### config.mk
export PLATFORM = sky130hd
export DESIGN_NAME = audio_envelope_bar_averager_top
export DESIGN_NICKNAME = d
export VERILOG_FILES = /design/src/rtl/core/aeba_pkg.sv /design/src/rtl/core/aeba_front.sv /design/src/rtl/core/aeba_queue.sv /design/src/rtl/core/aeba_back.sv /design/src/rtl/core/audio_envelope_bar_averager_top.sv
export SDC_FILE = /design/constraint.sdc
export NUM_CORES = 2
export LEC_CHECK = 0
export BUFFER_PORTS_ARGS = -buffer_cell sky130_fd_sc_hd__buf_2
export CORE_MARGIN = 2
export CORE_UTILIZATION = 40
export DETAILED_ROUTE_END_ITERATION = 12
export PLACE_DENSITY_LB_ADDON = 0.1
export SETUP_SLACK_MARGIN = 0.3
export SLEW_MARGIN = 5
export SYNTH_ARGS = -nofsm -noshare
export SYNTH_HDL_FRONTEND = slang
export SYNTH_SLANG_ARGS = --single-unit
### constraint.sdc
create_clock -name i_clk -period 28.6 [get_ports i_clk]
set_clock_uncertainty 0.2 [all_clocks]
set_input_delay 5.72 -clock i_clk [delete_from_list [all_inputs] [get_ports i_clk]]
set_output_delay 5.72 -clock i_clk [all_outputs]
set_load 0.1 [all_outputs]
### src/rtl/core/aeba_pkg.sv
// Shared constants, codes and types for the audio envelope bar averager.
`default_nettype none
package aeba_pkg;

    // Fixed field widths.
    localparam int SUM_W      = 32;
    localparam int LEVEL_W    = 8;
    localparam int CHAN_W     = 3;
    localparam int BARIDX_W   = 9;
    localparam int FPB_W      = 16;
    localparam int NCH_CFG_W  = 4;
    localparam int NCH_W      = 5;
    localparam int CFG_IDX_W  = 1;
    localparam int CFG_DATA_W = 16;

    // Level scaling: mean magnitude over full scale times 2^LEVEL_SHIFT.
    localparam int LEVEL_SHIFT = 9;
    localparam logic [LEVEL_W-1:0] LEVEL_MAX = 8'd255;

    // Register indexes of the configuration port.
    localparam logic [CFG_IDX_W-1:0] CFG_NUM_CHANNELS   = 1'd0;
    localparam logic [CFG_IDX_W-1:0] CFG_FRAMES_PER_BAR = 1'd1;

    // Parameter defaults.
    localparam int DEF_MAX_CHANNELS = 8;
    localparam int DEF_BAR_COUNT    = 512;
    localparam int DEF_SAMPLE_BITS  = 16;
    localparam int QUEUE_DEPTH      = 2;

    // Per-bar header that travels with the channel sums to the divider.
    typedef struct packed {
        logic [FPB_W-1:0]    fpb;
        logic [NCH_W-1:0]    nch;
        logic [BARIDX_W-1:0] bar;
    } t_bar_hdr;

endpackage
`default_nettype wire

### src/rtl/core/aeba_front.sv
// Front end: takes samples, accumulates per-channel magnitudes, queues finished bars.
`default_nettype none
module aeba_front #(
    parameter int MAX_CHANNELS = aeba_pkg::DEF_MAX_CHANNELS,
    parameter int BAR_COUNT    = aeba_pkg::DEF_BAR_COUNT,
    parameter int SAMPLE_BITS  = aeba_pkg::DEF_SAMPLE_BITS
) (
    input  logic                                           i_clk,
    input  logic                                           i_rst_n,
    input  logic                                           i_sample_valid,
    output logic                                           o_sample_ready,
    input  logic signed [SAMPLE_BITS-1:0]                  i_sample,
    input  logic [aeba_pkg::NCH_CFG_W-1:0]                 i_num_channels,
    input  logic [aeba_pkg::FPB_W-1:0]                     i_frames_per_bar,
    input  logic                                           i_full,
    output logic                                           o_push,
    output logic [MAX_CHANNELS-1:0][aeba_pkg::SUM_W-1:0]   o_push_sums,
    output aeba_pkg::t_bar_hdr                             o_push_hdr
);
    import aeba_pkg::*;

    localparam int POS_W = (MAX_CHANNELS > 1) ? $clog2(MAX_CHANNELS) : 1;
    localparam int BC_W  = $clog2(BAR_COUNT + 1);
    localparam int MAG_W = SAMPLE_BITS + 1;

    logic [MAX_CHANNELS-1:0][SUM_W-1:0] r_sums, n_sums;
    logic [POS_W-1:0]                   r_pos, n_pos;
    logic [FPB_W-1:0]                   r_frame, n_frame;
    logic [BC_W-1:0]                    r_bar, n_bar;

    logic [NCH_W-1:0] nch_eff;
    logic [FPB_W-1:0] fpb_eff;
    logic [MAG_W-1:0] ext, mag;
    logic [SUM_W:0]   sum_wide;
    logic [SUM_W-1:0] sum_new;
    logic             frame_end, bar_end, done, accept;

    always_comb begin
        if (i_num_channels == '0) begin
            nch_eff = NCH_W'(1);
        end else if (NCH_W'(i_num_channels) > NCH_W'(MAX_CHANNELS)) begin
            nch_eff = NCH_W'(MAX_CHANNELS);
        end else begin
            nch_eff = NCH_W'(i_num_channels);
        end
        fpb_eff = (i_frames_per_bar == '0) ? FPB_W'(1) : i_frames_per_bar;

        // The most negative code maps to full scale, which needs the extra bit.
        ext      = {i_sample[SAMPLE_BITS-1], i_sample};
        mag      = i_sample[SAMPLE_BITS-1] ? (~ext + MAG_W'(1)) : ext;
        sum_wide = {1'b0, r_sums[r_pos]} + (SUM_W+1)'(mag);
        sum_new  = sum_wide[SUM_W] ? {SUM_W{1'b1}} : sum_wide[SUM_W-1:0];

        frame_end = (NCH_W'(r_pos) + NCH_W'(1)) >= nch_eff;
        bar_end   = frame_end && (({1'b0, r_frame} + (FPB_W+1)'(1)) >= {1'b0, fpb_eff});
        done      = r_bar >= BC_W'(BAR_COUNT);

        o_sample_ready = done || !bar_end || !i_full;
        accept         = i_sample_valid && o_sample_ready && !done;

        n_sums  = r_sums;
        n_pos   = r_pos;
        n_frame = r_frame;
        n_bar   = r_bar;
        for (int i = 0; i < MAX_CHANNELS; i++) begin
            o_push_sums[i] = (POS_W'(i) == r_pos) ? sum_new : r_sums[i];
        end
        if (accept) begin
            n_sums[r_pos] = sum_new;
            if (!frame_end) begin
                n_pos = r_pos + POS_W'(1);
            end else begin
                n_pos = '0;
                if (!bar_end) begin
                    n_frame = r_frame + FPB_W'(1);
                end else begin
                    n_frame = '0;
                    n_bar   = r_bar + BC_W'(1);
                    n_sums  = '0;
                end
            end
        end

        o_push         = accept && bar_end;
        o_push_hdr.fpb = fpb_eff;
        o_push_hdr.nch = nch_eff;
        o_push_hdr.bar = BARIDX_W'(r_bar);
    end

    always_ff @(posedge i_clk) begin
        if (!i_rst_n) begin
            r_sums  <= '0;
            r_pos   <= '0;
            r_frame <= '0;
            r_bar   <= '0;
        end else begin
            r_sums  <= n_sums;
            r_pos   <= n_pos;
            r_frame <= n_frame;
            r_bar   <= n_bar;
        end
    end

endmodule
`default_nettype wire

### src/rtl/core/aeba_queue.sv
// Short first-in first-out queue of finished bars between front and back end.
`default_nettype none
module aeba_queue #(
    parameter int DATA_W = 8,
    parameter int DEPTH  = aeba_pkg::QUEUE_DEPTH
) (
    input  logic              i_clk,
    input  logic              i_rst_n,
    input  logic              i_push,
    input  logic [DATA_W-1:0] i_push_data,
    output logic              o_full,
    input  logic              i_pop,
    output logic              o_valid,
    output logic [DATA_W-1:0] o_pop_data
);
    localparam int PTR_W = (DEPTH > 1) ? $clog2(DEPTH) : 1;
    localparam int CNT_W = $clog2(DEPTH + 1);

    logic [DATA_W-1:0] r_mem [DEPTH];
    logic [PTR_W-1:0]  r_wr, n_wr, r_rd, n_rd;
    logic [CNT_W-1:0]  r_cnt, n_cnt;
    logic              do_push, do_pop;

    assign o_full     = r_cnt == CNT_W'(DEPTH);
    assign o_valid    = r_cnt != '0;
    assign o_pop_data = r_mem[r_rd];
    assign do_push    = i_push && !o_full;
    assign do_pop     = i_pop && o_valid;

    always_comb begin
        n_wr  = r_wr;
        n_rd  = r_rd;
        n_cnt = r_cnt;
        if (do_push) begin
            n_wr = (r_wr == PTR_W'(DEPTH - 1)) ? '0 : r_wr + PTR_W'(1);
        end
        if (do_pop) begin
            n_rd = (r_rd == PTR_W'(DEPTH - 1)) ? '0 : r_rd + PTR_W'(1);
        end
        if (do_push && !do_pop) begin
            n_cnt = r_cnt + CNT_W'(1);
        end else if (do_pop && !do_push) begin
            n_cnt = r_cnt - CNT_W'(1);
        end
    end

    always_ff @(posedge i_clk) begin
        if (do_push) begin
            r_mem[r_wr] <= i_push_data;
        end
    end

    always_ff @(posedge i_clk) begin
        if (!i_rst_n) begin
            r_wr  <= '0;
            r_rd  <= '0;
            r_cnt <= '0;
        end else begin
            r_wr  <= n_wr;
            r_rd  <= n_rd;
            r_cnt <= n_cnt;
        end
    end

endmodule
`default_nettype wire

### src/rtl/core/aeba_back.sv
// Back end: divides each channel sum of a bar into a saturated level, one bit a cycle.
`default_nettype none
module aeba_back #(
    parameter int MAX_CHANNELS = aeba_pkg::DEF_MAX_CHANNELS,
    parameter int SAMPLE_BITS  = aeba_pkg::DEF_SAMPLE_BITS
) (
    input  logic                                         i_clk,
    input  logic                                         i_rst_n,
    input  logic                                         i_job_valid,
    input  logic [MAX_CHANNELS-1:0][aeba_pkg::SUM_W-1:0] i_job_sums,
    input  aeba_pkg::t_bar_hdr                           i_job_hdr,
    output logic                                         o_job_pop,
    output logic                                         o_level_valid,
    input  logic                                         i_level_ready,
    output logic [aeba_pkg::LEVEL_W-1:0]                 o_level,
    output logic [aeba_pkg::CHAN_W-1:0]                  o_channel,
    output logic [aeba_pkg::BARIDX_W-1:0]                o_bar_index,
    output logic                                         o_last
);
    import aeba_pkg::*;

    localparam int POS_W  = (MAX_CHANNELS > 1) ? $clog2(MAX_CHANNELS) : 1;
    localparam int NUM_W  = SUM_W + LEVEL_SHIFT;
    localparam int DSH    = SAMPLE_BITS - 1 + LEVEL_W;
    localparam int DEN_W  = FPB_W + DSH;
    localparam int WW     = (NUM_W > DEN_W) ? NUM_W : DEN_W;
    localparam int STEP_W = $clog2(LEVEL_W + 1);

    localparam logic [1:0] ST_IDLE = 2'd0;
    localparam logic [1:0] ST_LOAD = 2'd1;
    localparam logic [1:0] ST_DIV  = 2'd2;
    localparam logic [1:0] ST_EMIT = 2'd3;

    logic [1:0]          r_state, n_state;
    logic [POS_W-1:0]    r_ch, n_ch;
    logic [STEP_W-1:0]   r_step, n_step;
    logic [WW-1:0]       r_rem, n_rem, r_dsh, n_dsh;
    logic [LEVEL_W-1:0]  r_q, n_q;
    logic                r_sat, n_sat;
    logic                r_ovalid, n_ovalid;
    logic [LEVEL_W-1:0]  r_level, n_level;
    logic [CHAN_W-1:0]   r_chan, n_chan;
    logic [BARIDX_W-1:0] r_baridx, n_baridx;
    logic                r_last, n_last;
    logic                ge, is_last, out_free;

    assign o_level_valid = r_ovalid;
    assign o_level       = r_level;
    assign o_channel     = r_chan;
    assign o_bar_index   = r_baridx;
    assign o_last        = r_last;

    always_comb begin
        ge       = r_rem >= r_dsh;
        is_last  = (NCH_W'(r_ch) + NCH_W'(1)) == i_job_hdr.nch;
        out_free = !r_ovalid || i_level_ready;

        n_state  = r_state;
        n_ch     = r_ch;
        n_step   = r_step;
        n_rem    = r_rem;
        n_dsh    = r_dsh;
        n_q      = r_q;
        n_sat    = r_sat;
        n_ovalid = r_ovalid && !i_level_ready;
        n_level  = r_level;
        n_chan   = r_chan;
        n_baridx = r_baridx;
        n_last   = r_last;
        o_job_pop = 1'b0;

        unique case (r_state)
            ST_IDLE: begin
                if (i_job_valid) begin
                    n_ch    = '0;
                    n_state = ST_LOAD;
                end
            end
            ST_LOAD: begin
                n_rem   = WW'({i_job_sums[r_ch], {LEVEL_SHIFT{1'b0}}});
                n_dsh   = WW'(i_job_hdr.fpb) << DSH;
                n_step  = '0;
                n_q     = '0;
                n_sat   = 1'b0;
                n_state = ST_DIV;
            end
            ST_DIV: begin
                n_dsh  = r_dsh >> 1;
                n_step = r_step + STEP_W'(1);
                if (r_step == '0) begin
                    // Quotient would not fit in eight bits: clamp.
                    if (ge) begin
                        n_sat   = 1'b1;
                        n_state = ST_EMIT;
                    end
                end else begin
                    n_q = {r_q[LEVEL_W-2:0], ge};
                    if (ge) begin
                        n_rem = r_rem - r_dsh;
                    end
                    if (r_step == STEP_W'(LEVEL_W)) begin
                        n_state = ST_EMIT;
                    end
                end
            end
            ST_EMIT: begin
                if (out_free) begin
                    n_ovalid = 1'b1;
                    n_level  = r_sat ? LEVEL_MAX : r_q;
                    n_chan   = CHAN_W'(r_ch);
                    n_baridx = i_job_hdr.bar;
                    n_last   = is_last;
                    if (is_last) begin
                        o_job_pop = 1'b1;
                        n_state   = ST_IDLE;
                    end else begin
                        n_ch    = r_ch + POS_W'(1);
                        n_state = ST_LOAD;
                    end
                end
            end
            default: n_state = ST_IDLE;
        endcase
    end

    always_ff @(posedge i_clk) begin
        r_ch     <= n_ch;
        r_step   <= n_step;
        r_rem    <= n_rem;
        r_dsh    <= n_dsh;
        r_q      <= n_q;
        r_sat    <= n_sat;
        r_level  <= n_level;
        r_chan   <= n_chan;
        r_baridx <= n_baridx;
        r_last   <= n_last;
    end

    always_ff @(posedge i_clk) begin
        if (!i_rst_n) begin
            r_state  <= ST_IDLE;
            r_ovalid <= 1'b0;
        end else begin
            r_state  <= n_state;
            r_ovalid <= n_ovalid;
        end
    end

endmodule
`default_nettype wire

### src/rtl/core/audio_envelope_bar_averager_top.sv
// Top level of the audio envelope bar averager: configuration, front, queue and back end.
//
// Usage: interleaved audio samples enter one beat at a time on the sample channel
// (i_sample_valid / o_sample_ready), channel 0 first. Each channel's absolute values
// are summed over frames_per_bar frames. When a bar completes, one beat per channel
// leaves on the level channel (o_level_valid / i_level_ready) carrying the mean
// magnitude over full scale times 512, saturated at 255, plus channel, bar index and a
// last flag on the final channel. After BAR_COUNT bars, samples are taken but ignored.
// The configuration channel (i_cfg_valid / o_cfg_ready) writes num_channels (index 0)
// or frames_per_bar (index 1); it is always ready and should be used while idle.
// Throughput: the front end takes one sample per cycle while it is not stalled. A finished
// bar goes to a two-entry queue; the back end runs each channel through a restoring
// divider (load, nine compare-subtract steps including the clamp check, emit) and
// stops the divide early when the clamp check saturates. It works on one bar at a time,
// channel after channel, and its emit waits out any stall on the level channel.
// The sample that closes a bar pushes it into the queue; an idle back end then picks it
// up, loads, divides and emits its first channel into the output register.
// The front end stalls only when a bar ends while both queue entries are taken.
// Reset (synchronous, active low) clears sums, counters and queue and sets both registers
// to one. A stalled receiver holds the output register; the divider waits, the queue fills.
`default_nettype none
module audio_envelope_bar_averager_top #(
    parameter int MAX_CHANNELS = aeba_pkg::DEF_MAX_CHANNELS,
    parameter int BAR_COUNT    = aeba_pkg::DEF_BAR_COUNT,
    parameter int SAMPLE_BITS  = aeba_pkg::DEF_SAMPLE_BITS
) (
    input  logic                                i_clk,
    input  logic                                i_rst_n,
    // Sample input channel.
    input  logic                                i_sample_valid,
    output logic                                o_sample_ready,
    input  logic signed [SAMPLE_BITS-1:0]       i_sample,
    // Level output channel.
    output logic                                o_level_valid,
    input  logic                                i_level_ready,
    output logic [aeba_pkg::LEVEL_W-1:0]        o_level,
    output logic [aeba_pkg::CHAN_W-1:0]         o_channel,
    output logic [aeba_pkg::BARIDX_W-1:0]       o_bar_index,
    output logic                                o_last,
    // Configuration write channel.
    input  logic                                i_cfg_valid,
    output logic                                o_cfg_ready,
    input  logic [aeba_pkg::CFG_IDX_W-1:0]      i_cfg_index,
    input  logic [aeba_pkg::CFG_DATA_W-1:0]     i_cfg_data
);
    import aeba_pkg::*;

    localparam int HDR_W = $bits(t_bar_hdr);
    localparam int JOB_W = MAX_CHANNELS * SUM_W + HDR_W;

    // Configuration registers. Writes take effect on the next sample.
    logic [NCH_CFG_W-1:0] r_num_channels;
    logic [FPB_W-1:0]     r_frames_per_bar;

    assign o_cfg_ready = 1'b1;

    always_ff @(posedge i_clk) begin
        if (!i_rst_n) begin
            r_num_channels   <= NCH_CFG_W'(1);
            r_frames_per_bar <= FPB_W'(1);
        end else if (i_cfg_valid) begin
            unique case (i_cfg_index)
                CFG_NUM_CHANNELS:   r_num_channels   <= i_cfg_data[NCH_CFG_W-1:0];
                CFG_FRAMES_PER_BAR: r_frames_per_bar <= i_cfg_data[FPB_W-1:0];
                default: ;
            endcase
        end
    end

    // Front end to queue.
    logic                               q_push, q_full, q_valid, q_pop;
    logic [MAX_CHANNELS-1:0][SUM_W-1:0] push_sums, job_sums;
    t_bar_hdr                           push_hdr, job_hdr;
    logic [JOB_W-1:0]                   job_data;

    aeba_front #(
        .MAX_CHANNELS (MAX_CHANNELS),
        .BAR_COUNT    (BAR_COUNT),
        .SAMPLE_BITS  (SAMPLE_BITS)
    ) u_front (
        .i_clk            (i_clk),
        .i_rst_n          (i_rst_n),
        .i_sample_valid   (i_sample_valid),
        .o_sample_ready   (o_sample_ready),
        .i_sample         (i_sample),
        .i_num_channels   (r_num_channels),
        .i_frames_per_bar (r_frames_per_bar),
        .i_full           (q_full),
        .o_push           (q_push),
        .o_push_sums      (push_sums),
        .o_push_hdr       (push_hdr)
    );

    // Each queue entry holds a whole bar: every channel sum plus its header.
    aeba_queue #(
        .DATA_W (JOB_W),
        .DEPTH  (QUEUE_DEPTH)
    ) u_queue (
        .i_clk       (i_clk),
        .i_rst_n     (i_rst_n),
        .i_push      (q_push),
        .i_push_data ({push_sums, push_hdr}),
        .o_full      (q_full),
        .i_pop       (q_pop),
        .o_valid     (q_valid),
        .o_pop_data  (job_data)
    );

    assign job_sums = job_data[JOB_W-1:HDR_W];
    assign job_hdr  = job_data[HDR_W-1:0];

    aeba_back #(
        .MAX_CHANNELS (MAX_CHANNELS),
        .SAMPLE_BITS  (SAMPLE_BITS)
    ) u_back (
        .i_clk         (i_clk),
        .i_rst_n       (i_rst_n),
        .i_job_valid   (q_valid),
        .i_job_sums    (job_sums),
        .i_job_hdr     (job_hdr),
        .o_job_pop     (q_pop),
        .o_level_valid (o_level_valid),
        .i_level_ready (i_level_ready),
        .o_level       (o_level),
        .o_channel     (o_channel),
        .o_bar_index   (o_bar_index),
        .o_last        (o_last)
    );

    // A finished bar is never offered to a full queue, so no bar is dropped.
    a_no_push_when_full: assert property (@(posedge i_clk) disable iff (!i_rst_n)
        q_push |-> !q_full)
        else $error("bar pushed into a full queue");

    // The back end only retires a bar that is actually queued.
    a_pop_only_valid: assert property (@(posedge i_clk) disable iff (!i_rst_n)
        q_pop |-> q_valid)
        else $error("queue popped while empty");

    // The sample channel is held off only by queue backpressure.
    a_stall_only_on_full: assert property (@(posedge i_clk) disable iff (!i_rst_n)
        !o_sample_ready |-> q_full)
        else $error("sample channel stalled without a full queue");

    // Retiring a bar coincides with loading its last level into the output register.
    a_pop_with_last: assert property (@(posedge i_clk) disable iff (!i_rst_n)
        q_pop |=> (o_level_valid && o_last))
        else $error("bar retired without emitting its last level");

endmodule
`default_nettype wire

==> flow_summary.json <==
{
  "arrival_ns": 5.40,
  "cap_violations": 0,
  "crit_path_frequent_cell": "and3_1",
  "drtPass1Iterations": 5,
  "synth_most_common_cell": "edfxtp_1",
  "cp_max_fo": 17,
  "p_clk_frac": 0.337,
  "synth_common_cells": "edfxtp_1, nand2_1, o21ai_0",
  "cts_max_level": 3,
  "async_flop_share": 0,
  "met2_usage": 0.367,
  "top_usage_layer": "met2",
  "place_area_um2": 47000,
  "rows": 123,
  "start_kind": "flip-flop",
  "fin_crit_ns": 11.32,
  "syn_area_um2": 45100,
  "avgSynthCellArea_um2": 12.1,
  "cts_sinks": 1000,
  "peakVddDrop_mv": 0.0637,
  "pwr_density_cell_nw_per_um2": 86.1,
  "syn-num-nets": 3860,
  "power.switching_mw": 1.41,
  "overflow": 0,
  "num_vias": 30100,
  "min-delay-path-class": "reg2reg",
  "end_kind": "primary output",
  "finalSetupViolations": 0,
  "clkLatencyLatePin_ns": 0.72,
  "ios": 62,
  "timing.fmax_ghz": 0.0883,
  "root_buffer": "clkbuf_16",
  "internal_power_mw": 2.95,
  "fillerInstances": 10300,
  "holdWs_ns": 0.267,
  "maxSlewHeadroom": 0.210,
  "synth_ff_type": "edfxtp_1",
  "p_leak_nw": 17.5,
  "grt_start_max_net_pins": 152,
  "worstMarginPinSlew_ns": 1.19,
  "yosysSeqAreaShare": 0.597,
  "grt_usage": 0.230,
  "die_w_um": 340,
  "grt_pass1_vias": 29700,
  "path_cells": "ha_1 -> and3_1 -> and3_1 -> and3_1 -> xor2_1 -> ha_1 -> a21o_1 -> a21o_1 -> a2111oi_0 -> o22ai_1 -> a21oi_1 -> o21a_1 -> or3_1 -> buf_2",
  "synth_cell_types": 94,
  "final_max_slew_viol_count": 0,
  "fin_crit_sh": 0.396,
  "hold_buffers": 0,
  "crit_required_ns": 22.68,
  "yosys-top-cells-area": "edfxtp_1, dfxtp_1, mux4_2, nand2_1, o21ai_0",
  "wirelength_um": 134000,
  "viasPerCell": 5.66,
  "hpwl_um": 79500,
  "ys_ff_latch": 1000,
  "drive_gt1_frac": 0.158,
  "port_buffers": 60,
  "ys.warnings.count": 0,
  "use_met3": 0.0439,
  "drc": 0,
  "reg2reg_slack_ns": 21.33,
  "post_cts_buffers": 0,
  "tritoncts": "yes",
  "place_congestion": 0.820,
  "power_frac_seq": 0.400,
  "cts_resized": 0,
  "initial_core_util": 0.402,
  "clock_path_buffers": 3,
  "status": "finished clean",
  "power.total_mw": 4.37,
  "coreArea_um2": 112000,
  "synth_edf_count": 687,
  "syn2layout_area_growth_pct": 12.5,
  "drt-wirelength-per-cell_um": 25.2,
  "yosys.area.top_type": "edfxtp_1",
  "grt_pass1_wl_um": 197000,
  "grt_use_met1": 0.316,
  "rsz0062_at_grt": "no",
  "finalSetupTns_ns": 0,
  "fin_area_um2": 50700,
  "worstSetupPathType": "reg2out",
  "nets": 3846,
  "antenna_found_initial": 7,
  "dieArea_um2": 115000,
  "finalHoldViolCount": 0,
  "crit_slowest_cell": "o21a_1",
  "switching_share": 0.323,
  "critical-path-max-stage-delay_ns": 0.66,
  "cts_made_buffers": 110,
  "synth_top_area_share": 0.458,
  "clk_pin_slew_ns": 0.06,
  "p_comb_frac": 0.263,
  "drt_iter0_markers": 2739,
  "die_h_um": 340,
  "final_antenna_net_count": 0,
  "synth_cells": 3726
}
-- cell usage in the layout (no fill, tap or decap), types with 13 or more instances in the layout --
| master | synthesis | layout |
|---|---|---|
| xor2_1 | 41 | 41 |
| and3_1 | 18 | 17 |
| ha_1 | 94 | 90 |
| o21ai_0 | 406 | 405 |
| mux2_2 | 53 | 53 |
| clkbuf_16 | 0 | 112 |
| a22oi_1 | 16 | 16 |
| a21o_1 | 43 | 43 |
| nor4_1 | 22 | 22 |
| edfxtp_1 | 687 | 687 |
| mux2i_1 | 47 | 46 |
| inv_1 | 95 | 94 |
| nand4_1 | 20 | 20 |
| nand2_1 | 579 | 568 |
| nand2b_1 | 17 | 17 |
| clkinv_2 | 0 | 22 |
| o21ai_1 | 61 | 60 |
| dfxtp_1 | 313 | 309 |
| mux4_2 | 170 | 170 |
| a21oi_1 | 146 | 146 |
| clkinv_1 | 1 | 14 |
| clkbuf_1 | 188 | 20 |
| buf_2 | 26 | 60 |
| nor3_1 | 27 | 24 |
| xnor2_1 | 53 | 53 |
| buf_4 | 9 | 60 |
| o22ai_1 | 59 | 59 |
| and2_1 | 22 | 22 |
| nand3_1 | 41 | 41 |
| a22o_1 | 34 | 34 |
| nor2_1 | 187 | 187 |
| bufinv_16 | 0 | 13 |
-- critical path, delay by kind of cell (launching register included) --
kind	cells	cell delay, ns
fa+ha+maj	2	0.54
flops	1	0.44
xor+xnor	1	0.20
buf+inv	1	0.42
simple gates	4	1.05
compound gates	6	2.03
-- routing by layer --
metal  vias to the layer above  wire [µm]
met5                         -         27
met4                         4       3710
met3                       241       9110
met2                       891      61800
met1                     15100      59100
li1                      13800          -
-- area by class of cell --
| class | instances | area (µm²) | share of cell area |
|---|---|---|---|
| flip-flops and latches | 1000 | 26900 | 0.530 |
| multi-input cells | 2379 | 17000 | 0.335 |
| clock buffers | 143 | 3030 | 0.0597 |
| well taps | 1500 | 1880 | 0.0370 |
| repair buffers | 123 | 811 | 0.0160 |
| clock inverters | 67 | 736 | 0.0145 |
| inverters | 98 | 370 | 0.00730 |
| diodes | 2 | 5.00 | 0.0000987 |
-- cell families (layout without fill, tap and decap cells) --
kind of cell | after synthesis | count (layout) | synth area share
AO/OA/AOI/OAI | 906 | 906 | 0.119
other | 2 | 4 | 0.000167
multiplexers | 273 | 273 | 0.110
XOR/XNOR | 94 | 94 | 0.0183
AND/OR/NAND/NOR | 1008 | 1008 | 0.0974
buffers and inverters | 347 | 431 | 0.0317
adder cells (fa/ha/maj) | 96 | 96 | 0.0270
flip-flops | 1000 | 1000 | 0.597
-- per-stage QoR --
stage                     utilization  worst slack (ns)  instances
after floorplan                     -              1.92       3726
after global placement          0.419             17.23       5100
after detailed placement        0.419             17.25       5100
after CTS                       0.452             17.16       5310
after global routing            0.452             16.90       5310
final                           0.452             17.28       5312
-- final timing paths --
kind / startpoint / end / cells past startpoint
worst max register to register: u_front.r_pos[2]$_SDFFE_PN0N_ / u_queue.r_mem[0][278]$_DFFE_PP_ / 18
worst min-delay path: u_front.r_sums[189]$_SDFFE_PN0N_ / u_front.r_sums[189]$_SDFFE_PN0N_ / 2
worst max-delay path: u_front.r_frame[0]$_SDFFE_PN0P_ / o_sample_ready / 14
worst min register to register: u_front.r_sums[189]$_SDFFE_PN0N_ / u_front.r_sums[189]$_SDFFE_PN0N_ / 2
-- sequential cells by signal, indices dropped and copies added (netlist names), 4 cells and up, named ones only --
signal              cells
u_back.r_step           4
u_front.r_bar          10
u_back.o_level          8
u_front.r_frame        16
u_back.r_dsh           39
u_queue.r_mem         570
u_front.r_sums        256
u_back.o_bar_index      9
u_back.r_rem           41
r_frames_per_bar       16
r_num_channels          4
u_back.r_q              8
-- power groups by stage --
| stage | clock network (mW) | logic, mW | registers [mW] |
|---|---|---|---|
| 6_report | 1.47 | 1.15 | 1.75 |
| 5_1_grt | 1.56 | 1.26 | 1.76 |
| 4_1_cts | 1.50 | 1.15 | 1.75 |
| 3_5_place_dp | 0 | 1.15 | 1.78 |
| 3_3_place_gp | 0 | 1.15 | 1.78 |
| 2_1_floorplan | 0 | 0.782 | 1.80 |
Power figures use the tool's default switching activity.
